===== src/km2d_pkg.sv =====
// Shared types and constants for the 2D k-means iteration unit.
`default_nettype none
package km2d_pkg;
    localparam int FRAC_BITS = 8;

    localparam logic [1:0] CMD_LOAD_POINT = 2'd0;
    localparam logic [1:0] CMD_LOAD_CENT  = 2'd1;
    localparam logic [1:0] CMD_RUN        = 2'd2;

    localparam logic REG_NUM_CLUSTERS = 1'b0;
    localparam logic REG_NUM_POINTS   = 1'b1;

    typedef enum logic [3:0] {
        ST_IDLE,
        ST_DIST_X,
        ST_DIST_Y,
        ST_CMP,
        ST_EMIT_ASSIGN,
        ST_ACC,
        ST_DIV_X_START,
        ST_DIV_X,
        ST_DIV_Y_START,
        ST_DIV_Y,
        ST_EMIT_CENT
    } km_state_t;

    // Request from the sequencer into the shared divider.
    typedef struct packed {
        logic start;
    } div_ctrl_t;
endpackage
`default_nettype wire


===== src/kmeans_2d_iteration_unit.sv =====
// Top level of the 2D k-means (Lloyd) iteration unit.
`default_nettype none
// Channel  | Direction | Handshake      | Beat carries
// in       | input     | valid / ready  | command, slot, coord_x, coord_y
// out      | output    | out_valid/rdy  | kind, item_index, cluster, mean_x, mean_y, last
// cfg      | input     | APB write/read | num_clusters (0x0), num_points (0x4)
//
// The assignment pass of a run walks x term, y term and compare for each point
// and centroid pair through one shared multiplier, then emits one beat per point.
// Each cluster then accumulates over all points, starts the divider and emits
// its centroid; a cluster with members also runs its x and y divisions in the
// shared serial divider. Reset clears control and registers only; point and
// centroid stores are undefined until loaded. The sequencer holds while the
// output beat stalls.
module kmeans_2d_iteration_unit #(
    parameter int MAX_POINTS   = 32,
    parameter int MAX_CLUSTERS = 8,
    parameter int COORD_BITS   = 16
) (
    input  wire logic        clk,
    input  wire logic        rst_n,
    input  wire logic        valid,
    output logic             ready,
    input  wire logic [1:0]  command,
    input  wire logic [4:0]  slot,
    input  wire logic [15:0] coord_x,
    input  wire logic [15:0] coord_y,
    output logic             out_valid,
    input  wire logic        out_ready,
    output logic             kind,
    output logic [4:0]       item_index,
    output logic [2:0]       cluster,
    output logic [23:0]      mean_x,
    output logic [23:0]      mean_y,
    output logic             last,
    input  wire logic        psel,
    input  wire logic        penable,
    input  wire logic        pwrite,
    input  wire logic [2:0]  paddr,
    input  wire logic [31:0] pwdata,
    output logic [31:0]      prdata,
    output logic             pready
);
    localparam int CB    = COORD_BITS + km2d_pkg::FRAC_BITS;  // centroid width
    localparam int PIDX  = $clog2(MAX_POINTS);
    localparam int CIDX  = (MAX_CLUSTERS > 1) ? $clog2(MAX_CLUSTERS) : 1;
    localparam int PCNT  = $clog2(MAX_POINTS + 1);
    localparam int CCNT  = $clog2(MAX_CLUSTERS + 1);
    localparam int DIST  = 2 * CB + 1;
    localparam int SUMB  = COORD_BITS + PCNT;
    localparam int NUMB  = SUMB + km2d_pkg::FRAC_BITS;

    // Register file
    logic [3:0] num_clusters_reg;
    logic [5:0] num_points_reg;
    logic       wr_en;
    assign pready = 1'b1;
    assign wr_en  = psel && penable && pwrite;

    always_ff @(posedge clk or negedge rst_n)
    begin
        if (!rst_n)
        begin
            num_clusters_reg <= 4'd3;
            num_points_reg   <= 6'd10;
        end
        else if (wr_en && paddr[1:0] == 2'b00)
        begin
            if (paddr[2] == km2d_pkg::REG_NUM_CLUSTERS)
                num_clusters_reg <= pwdata[3:0];
            else
                num_points_reg <= pwdata[5:0];
        end
    end

    always_comb
    begin
        prdata = '0;
        if (paddr[2] == km2d_pkg::REG_NUM_CLUSTERS)
            prdata[3:0] = num_clusters_reg;
        else
            prdata[5:0] = num_points_reg;
    end

    // Stores
    logic [COORD_BITS-1:0] pt_x_mem [MAX_POINTS];
    logic [COORD_BITS-1:0] pt_y_mem [MAX_POINTS];
    logic [CIDX-1:0]       label_mem [MAX_POINTS];
    logic [CB-1:0]         cen_x_mem [MAX_CLUSTERS];
    logic [CB-1:0]         cen_y_mem [MAX_CLUSTERS];

    km2d_pkg::km_state_t state_reg, state_next;
    logic [PCNT-1:0] p_reg, p_next;
    logic [CCNT-1:0] c_reg, c_next;
    logic [PCNT-1:0] np_reg, np_next;
    logic [CCNT-1:0] nc_reg, nc_next;
    logic [DIST-1:0] acc_reg, acc_next;
    logic [DIST-1:0] best_reg, best_next;
    logic [CIDX-1:0] best_c_reg, best_c_next;
    logic [SUMB-1:0] sx_reg, sx_next, sy_reg, sy_next;
    logic [PCNT-1:0] cnt_reg, cnt_next;
    logic            out_valid_reg;

    logic            accept, do_load_pt, do_load_cen;
    logic            emit;
    logic [PIDX-1:0] p_idx;
    logic [CIDX-1:0] c_idx;
    logic [CB-1:0]   pt_q, cen_q, diff;
    logic [2*CB-1:0] sq;
    km2d_pkg::div_ctrl_t div_ctrl;
    logic            div_busy;
    logic [NUMB-1:0] div_num, div_quot;
    logic            wr_cx, wr_cy;

    assign accept  = valid && ready;
    assign p_idx   = p_reg[PIDX-1:0];
    assign c_idx   = c_reg[CIDX-1:0];
    assign do_load_pt  = accept && command == km2d_pkg::CMD_LOAD_POINT
                         && {1'b0, slot} < 6'(MAX_POINTS);
    assign do_load_cen = accept && command == km2d_pkg::CMD_LOAD_CENT
                         && {1'b0, slot} < 6'(MAX_CLUSTERS);

    always_ff @(posedge clk)
    begin
        if (do_load_pt)
        begin
            pt_x_mem[PIDX'(slot)] <= COORD_BITS'(coord_x);
            pt_y_mem[PIDX'(slot)] <= COORD_BITS'(coord_y);
        end
        if (state_reg == km2d_pkg::ST_EMIT_ASSIGN && emit)
            label_mem[p_idx] <= best_c_reg;
        if (do_load_cen)
        begin
            cen_x_mem[CIDX'(slot)] <= {COORD_BITS'(coord_x),
                                       km2d_pkg::FRAC_BITS'(0)};
            cen_y_mem[CIDX'(slot)] <= {COORD_BITS'(coord_y),
                                       km2d_pkg::FRAC_BITS'(0)};
        end
        else if (wr_cx)
            cen_x_mem[c_idx] <= div_quot[CB-1:0];
        else if (wr_cy)
            cen_y_mem[c_idx] <= div_quot[CB-1:0];
    end

    // Shared squarer: one axis term per cycle
    always_comb
    begin
        if (state_reg == km2d_pkg::ST_DIST_Y)
        begin
            pt_q  = {pt_y_mem[p_idx], km2d_pkg::FRAC_BITS'(0)};
            cen_q = cen_y_mem[c_idx];
        end
        else
        begin
            pt_q  = {pt_x_mem[p_idx], km2d_pkg::FRAC_BITS'(0)};
            cen_q = cen_x_mem[c_idx];
        end
        diff = (pt_q >= cen_q) ? pt_q - cen_q : cen_q - pt_q;
    end

    logic [2*CB-1:0] sq_reg;
    always_ff @(posedge clk)
    begin
        sq_reg <= diff * diff;
    end
    assign sq = sq_reg;

    // Shared divider
    assign div_num = (state_reg == km2d_pkg::ST_DIV_Y_START
                      || state_reg == km2d_pkg::ST_DIV_Y)
                     ? {sy_reg, km2d_pkg::FRAC_BITS'(0)}
                     : {sx_reg, km2d_pkg::FRAC_BITS'(0)};
    assign div_ctrl.start = state_reg == km2d_pkg::ST_DIV_X_START
                            || state_reg == km2d_pkg::ST_DIV_Y_START;

    km2d_divider #(.NUM_BITS(NUMB), .DEN_BITS(PCNT)) u_div (
        .clk   (clk),
        .rst_n (rst_n),
        .ctrl  (div_ctrl),
        .numer (div_num),
        .denom (cnt_reg),
        .busy  (div_busy),
        .quot  (div_quot)
    );

    // Store the finished quotient straight into the centroid entry
    assign wr_cx = state_reg == km2d_pkg::ST_DIV_X && !div_busy && cnt_reg != '0;
    assign wr_cy = state_reg == km2d_pkg::ST_DIV_Y && !div_busy && cnt_reg != '0;

    assign emit = !out_valid_reg || out_ready;

    // Next state. Distance walk: DIST_X issues x term, DIST_Y adds x and issues y,
    // CMP adds y and compares.
    always_comb
    begin
        state_next  = state_reg;
        p_next      = p_reg;
        c_next      = c_reg;
        np_next     = np_reg;
        nc_next     = nc_reg;
        acc_next    = acc_reg;
        best_next   = best_reg;
        best_c_next = best_c_reg;
        sx_next     = sx_reg;
        sy_next     = sy_reg;
        cnt_next    = cnt_reg;
        case (state_reg)
            km2d_pkg::ST_IDLE:
            begin
                if (accept && command == km2d_pkg::CMD_RUN)
                begin
                    if (num_clusters_reg == 4'd0)
                        nc_next = CCNT'(1);
                    else if (num_clusters_reg > 4'(MAX_CLUSTERS))
                        nc_next = CCNT'(MAX_CLUSTERS);
                    else
                        nc_next = CCNT'(num_clusters_reg);
                    if (num_points_reg == 6'd0)
                        np_next = PCNT'(1);
                    else if (num_points_reg > 6'(MAX_POINTS))
                        np_next = PCNT'(MAX_POINTS);
                    else
                        np_next = PCNT'(num_points_reg);
                    p_next = '0;
                    c_next = '0;
                    state_next = km2d_pkg::ST_DIST_X;
                end
            end
            km2d_pkg::ST_DIST_X:
                state_next = km2d_pkg::ST_DIST_Y;
            km2d_pkg::ST_DIST_Y:
            begin
                acc_next   = DIST'(sq);
                state_next = km2d_pkg::ST_CMP;
            end
            km2d_pkg::ST_CMP:
            begin
                acc_next = acc_reg + DIST'(sq);
                if (c_reg == '0 || acc_next < best_reg)
                begin
                    best_next   = acc_next;
                    best_c_next = c_idx;
                end
                if (c_reg + 1'b1 == nc_reg)
                    state_next = km2d_pkg::ST_EMIT_ASSIGN;
                else
                begin
                    c_next     = c_reg + 1'b1;
                    state_next = km2d_pkg::ST_DIST_X;
                end
            end
            km2d_pkg::ST_EMIT_ASSIGN:
            begin
                if (emit)
                begin
                    c_next = '0;
                    if (p_reg + 1'b1 == np_reg)
                    begin
                        p_next     = '0;
                        sx_next    = '0;
                        sy_next    = '0;
                        cnt_next   = '0;
                        state_next = km2d_pkg::ST_ACC;
                    end
                    else
                    begin
                        p_next     = p_reg + 1'b1;
                        state_next = km2d_pkg::ST_DIST_X;
                    end
                end
            end
            km2d_pkg::ST_ACC:
            begin
                if (label_mem[p_idx] == c_idx)
                begin
                    sx_next  = sx_reg + SUMB'(pt_x_mem[p_idx]);
                    sy_next  = sy_reg + SUMB'(pt_y_mem[p_idx]);
                    cnt_next = cnt_reg + 1'b1;
                end
                if (p_reg + 1'b1 == np_reg)
                    state_next = km2d_pkg::ST_DIV_X_START;
                else
                    p_next = p_reg + 1'b1;
            end
            km2d_pkg::ST_DIV_X_START:
                state_next = (cnt_reg == '0) ? km2d_pkg::ST_EMIT_CENT
                                             : km2d_pkg::ST_DIV_X;
            km2d_pkg::ST_DIV_X:
                if (!div_busy) state_next = km2d_pkg::ST_DIV_Y_START;
            km2d_pkg::ST_DIV_Y_START:
                state_next = km2d_pkg::ST_DIV_Y;
            km2d_pkg::ST_DIV_Y:
                if (!div_busy) state_next = km2d_pkg::ST_EMIT_CENT;
            km2d_pkg::ST_EMIT_CENT:
            begin
                if (emit)
                begin
                    p_next   = '0;
                    sx_next  = '0;
                    sy_next  = '0;
                    cnt_next = '0;
                    if (c_reg + 1'b1 == nc_reg)
                        state_next = km2d_pkg::ST_IDLE;
                    else
                    begin
                        c_next     = c_reg + 1'b1;
                        state_next = km2d_pkg::ST_ACC;
                    end
                end
            end
            default:
                state_next = km2d_pkg::ST_IDLE;
        endcase
    end

    always_ff @(posedge clk or negedge rst_n)
    begin
        if (!rst_n)
        begin
            state_reg <= km2d_pkg::ST_IDLE;
            p_reg     <= '0;
            c_reg     <= '0;
            np_reg    <= '0;
            nc_reg    <= '0;
        end
        else
        begin
            state_reg <= state_next;
            p_reg     <= p_next;
            c_reg     <= c_next;
            np_reg    <= np_next;
            nc_reg    <= nc_next;
        end
    end

    always_ff @(posedge clk)
    begin
        acc_reg    <= acc_next;
        best_reg   <= best_next;
        best_c_reg <= best_c_next;
        sx_reg     <= sx_next;
        sy_reg     <= sy_next;
        cnt_reg    <= cnt_next;
    end

    // Output register
    logic        kind_reg, last_reg;
    logic [4:0]  idx_reg;
    logic [2:0]  cl_reg;
    logic [23:0] mx_reg, my_reg;
    logic        load_a, load_c;
    assign load_a = state_reg == km2d_pkg::ST_EMIT_ASSIGN && emit;
    assign load_c = state_reg == km2d_pkg::ST_EMIT_CENT && emit;

    always_ff @(posedge clk or negedge rst_n)
    begin
        if (!rst_n)
            out_valid_reg <= 1'b0;
        else if (load_a || load_c)
            out_valid_reg <= 1'b1;
        else if (out_ready)
            out_valid_reg <= 1'b0;
    end

    always_ff @(posedge clk)
    begin
        if (load_a)
        begin
            kind_reg <= 1'b0;
            idx_reg  <= 5'(p_reg);
            cl_reg   <= 3'(best_c_reg);
            mx_reg   <= '0;
            my_reg   <= '0;
            last_reg <= 1'b0;
        end
        else if (load_c)
        begin
            kind_reg <= 1'b1;
            idx_reg  <= 5'(c_reg);
            cl_reg   <= '0;
            mx_reg   <= 24'(cen_x_mem[c_idx]);
            my_reg   <= 24'(cen_y_mem[c_idx]);
            last_reg <= (c_reg + 1'b1 == nc_reg);
        end
    end

    assign ready      = state_reg == km2d_pkg::ST_IDLE;
    assign out_valid  = out_valid_reg;
    assign kind       = kind_reg;
    assign item_index = idx_reg;
    assign cluster    = cl_reg;
    assign mean_x     = mx_reg;
    assign mean_y     = my_reg;
    assign last       = last_reg;
endmodule
`default_nettype wire


===== src/km2d_divider.sv =====
// Restoring divider, one quotient bit per cycle.
`default_nettype none
module km2d_divider #(
    parameter int NUM_BITS = 32,
    parameter int DEN_BITS = 6
) (
    input  wire logic                clk,
    input  wire logic                rst_n,
    input  wire km2d_pkg::div_ctrl_t ctrl,
    input  wire logic [NUM_BITS-1:0] numer,
    input  wire logic [DEN_BITS-1:0] denom,
    output logic                     busy,
    output logic [NUM_BITS-1:0]      quot
);
    localparam int CNT_BITS = $clog2(NUM_BITS + 1);

    logic [NUM_BITS-1:0] quot_reg, quot_next;
    logic [DEN_BITS:0]   rem_reg, rem_next;
    logic [CNT_BITS-1:0] cnt_reg, cnt_next;
    logic [DEN_BITS:0]   trial;

    always_comb
    begin
        quot_next = quot_reg;
        rem_next  = rem_reg;
        cnt_next  = cnt_reg;
        trial     = {rem_reg[DEN_BITS-1:0], quot_reg[NUM_BITS-1]};
        if (ctrl.start)
        begin
            quot_next = numer;
            rem_next  = '0;
            cnt_next  = CNT_BITS'(NUM_BITS);
        end
        else if (cnt_reg != '0)
        begin
            // shift in next numerator bit; subtract when it fits
            if (trial >= {1'b0, denom})
            begin
                rem_next  = trial - {1'b0, denom};
                quot_next = {quot_reg[NUM_BITS-2:0], 1'b1};
            end
            else
            begin
                rem_next  = trial;
                quot_next = {quot_reg[NUM_BITS-2:0], 1'b0};
            end
            cnt_next = cnt_reg - 1'b1;
        end
    end

    always_ff @(posedge clk or negedge rst_n)
    begin
        if (!rst_n)
        begin
            cnt_reg <= '0;
        end
        else
        begin
            cnt_reg <= cnt_next;
        end
    end

    always_ff @(posedge clk)
    begin
        quot_reg <= quot_next;
        rem_reg  <= rem_next;
    end

    assign busy = (cnt_reg != '0) || ctrl.start;
    assign quot = quot_reg;
endmodule
`default_nettype wire


===== config.mk =====
export PLATFORM = sky130hd
export DESIGN_NAME = kmeans_2d_iteration_unit
export DESIGN_NICKNAME = d
export VERILOG_FILES = /design/src/km2d_pkg.sv /design/src/kmeans_2d_iteration_unit.sv /design/src/km2d_divider.sv
export SDC_FILE = /design/constraint.sdc
export NUM_CORES = 2
export LEC_CHECK = 0
export BUFFER_PORTS_ARGS = -buffer_cell sky130_fd_sc_hd__buf_2
export CAP_MARGIN = 15
export CORE_MARGIN = 10
export CORE_UTILIZATION = 50
export CTS_CLUSTER_DIAMETER = 200
export DETAILED_ROUTE_END_ITERATION = 10
export PLACE_DENSITY = 0.66
export SLEW_MARGIN = 20
export SYNTH_ARGS = -nofsm -noshare
export SYNTH_HDL_FRONTEND = slang
export SYNTH_SLANG_ARGS = --single-unit

===== constraint.sdc =====
create_clock -name clk -period 17.5 [get_ports clk]
set_input_delay 2.625 -clock clk [delete_from_list [all_inputs] [get_ports clk]]
set_output_delay 2.625 -clock clk [all_outputs]
set_load 0.005 [all_outputs]

==> results.yml <==
sta:
  clock.fmax_ghz: 0.0685
  fin_crit_sh_pct: 83.4
  worst_pin_slew_ps: 1080
  relSlewSlack_pct: 27.0
  hold_viol: 0
  clock_skew_ps: 65.5
  drv_slew: 0
  finalSetupViolCount: 0
  fin_setup_tns_ps: 0
  finalCriticalPeriod_ps: 14600
  rsz0062_at_grt: "false"
logic_synthesis:
  synth_top_family_by_area: "adder cells"
  ys_seq_elements: 1836
  async_flop_share_pct: 2.18
  synth_edf_count: 1693
  synth_compound_area_share_pct: 5.64
  muxShareOfSynthArea_pct: 10.3
  synthDistinctLibCells: 96
  ys.flop_type: "edfxtp_1"
  synth_xor_area_share_pct: 1.69
  yosysTopAreaCell: "edfxtp_1"
  synth_top_cell_area_share_pct: 54.3
  netlist_instances: 6485
  syn_area_per_cell_um2: 14.4
  synth.cell_area_mm2: 0.0936
  synth_area_leaders: "edfxtp_1 (54%), fa_1 (9.1%), mux4_2 (8.9%), ha_1 (4.7%), inv_1 (2.8%)"
  yosys.area_share.adder_pct: 13.8
  synthSimpleGateAreaFrac_pct: 6.72
  ys_seq_area_share_pct: 57.6
  ys_warn_count: 0
place:
  detailed_place_hpwl_um: 154000
  gp_congestion: 0.894
  portBuffers: 120
detailed_routing:
  drt-initial-drc-count: 5294
  vias: 54914
  vias_per_cell: 5.91
  dr.pass1.iters: 6
  wl_per_cell_um: 26.0
  ant_nets: 0
  wl_um: 242000
  drc: 0
floorplanning:
  core_area_mm2: 0.186
  start_util_pct: 50.4
  die_area_mm2: 0.205
  die_w_um: 453
  die_h_um: 453
  pin_count: 174
  rows: 158
layout:
  final_cell_mix: "edfxtp_1 (1693), inv_1 (700), nand2_1 (482), nor2_1 (461), fa_1 (426)"
  finish.utilization_pct: 55.7
  nets: 7500
  drive_gt1_share_pct: 16.7
  largestRegisters: "pt_x_mem x512, pt_y_mem x512"
  fill_cells: 14680
  final_common_cell: "edfxtp_1"
  syn2layout_area_growth_pct: 10.6
clock_tree:
  cts_hold_buffers: 0
  cts.sinks: 1836
  clk_path_buf_depth: 3
  cts_tree: "done"
  clockRootBuffer: "clkbuf_16"
  path_clk_slew_ps: 60
  cts_resized: 0
  h-tree-depth: 4
  insertion_delay_ps: 860
  cts_buffers: 183
  post_cts_buffers: 0
setup_path:
  slowest_delay_ps: 1000
  crit_type: "register to register"
  reg2regPathDepth: 42
  critPathCaptureType: "register"
  critPathRequiredTime_ps: 18200
  critPathArrivalTime_ps: 15300
  start_kind: "register"
  crit_fanout: 44
  critPathMostFrequentCell: "fa_1"
  crit_slowest_cell: "dfrtp_4"
status:
  outcome: "finished, final reports clean"
global_route:
  grt_usage_pct: 23.4
  grt_pass1_vias: 56259
  grt_overflow: 0
  grt_pass1_wl_um: 360000
  grt_max_degree: 99
  antenna_found_initial: 13
min_path:
  holdPathStages: 2
  hold_path.class: "register to register"
job:
  drv_cap: 0
-- routing by layer --
layer	vias to the layer above	global-route usage, %	wire (um)
met5	-	0	71
met4	10	11.0	12600
met3	527	3.62	17100
met2	2208	39.2	120000
met1	28336	30.0	92300
li1	23833	-	-
-- final timing paths --
kind	from	slack, ps	endpoint
max in group asynchronous	rst_n	15290	num_points_reg[1]
hold reg to reg	mean_x[2]	460	mean_x[2]
min in group asynchronous	rst_n	1680	num_clusters_reg[3]
setup / recovery	p_reg[0]	2900	sq[47]
setup reg to reg	p_reg[0]	2900	sq[47]
hold / removal	mean_x[2]	460	mean_x[2]
-- cell type report --
type	count	area [um^2]	share of cell area, %
repair buffers	247	1620	1.57
multi-input cells	3660	36200	34.9
inverters	717	2690	2.60
well taps	2480	3100	3.00
flip-flops and latches	1836	53900	52.1
diodes	6	15.0	0.0145
clock buffers	219	4770	4.60
clock inverters	122	1250	1.20
-- stage by stage --
stage | hold WS (ps) | setup WS (ps) | cells | area (um^2)
2_1_floorplan | 420 | 5590 | 6510 | 93700
3_3_place_gp | 444 | 3070 | 8938 | 97500
3_5_place_dp | 451 | 3040 | 8938 | 97500
4_1_cts | 460 | 2960 | 9279 | 104000
5_1_grt | 491 | 2090 | 9284 | 104000
6_report | 458 | 2900 | 9287 | 104000
-- Yosys cell counts (24+ instances only) --
cell      number
nand3_1       50
mux2i_1       40
o21bai_1      25
ha_1         348
clkbuf_1     181
nand2_1      483
dfrtp_1       36
nor2_1       510
and3_1        29
a31oi_1       38
buf_2         28
o21a_1        24
a211oi_1      49
o21ai_0      112
mux2_2        78
buf_1         48
xor2_1        50
nor2b_1       39
fa_1         426
nand2b_1      50
dfxtp_1      103
nand4_1       57
nor3_1        70
inv_1        701
buf_4         32
xnor2_1      105
and2_1        42
mux4_2       372
a21o_1        91
edfxtp_1    1693
a21oi_1      187
or2_2         25
a22oi_1      137
-- cell families after synthesis --
logic type,after synthesis
AO/OA/AOI/OAI,784
XOR/XNOR,167
adder cells (fa/ha/maj),774
buffers and inverters,1014
flip-flops,1836
multiplexers,490
other,2
AND/OR/NAND/NOR,1418
-- worst max-delay path, delay by kind of cell (launching register included) --
family / cells / cell delay (ps)
mux: 2 / 860
flops: 1 / 1000
buf+inv: 8 / 1810
compound gates: 13 / 3420
simple gates: 8 / 2160
xor+xnor: 2 / 850
fa+ha+maj: 9 / 4180
Power is left out: the tool's default activity adds up to more than one toggle a clock period on the data nets, which glitch-free logic cannot reach.
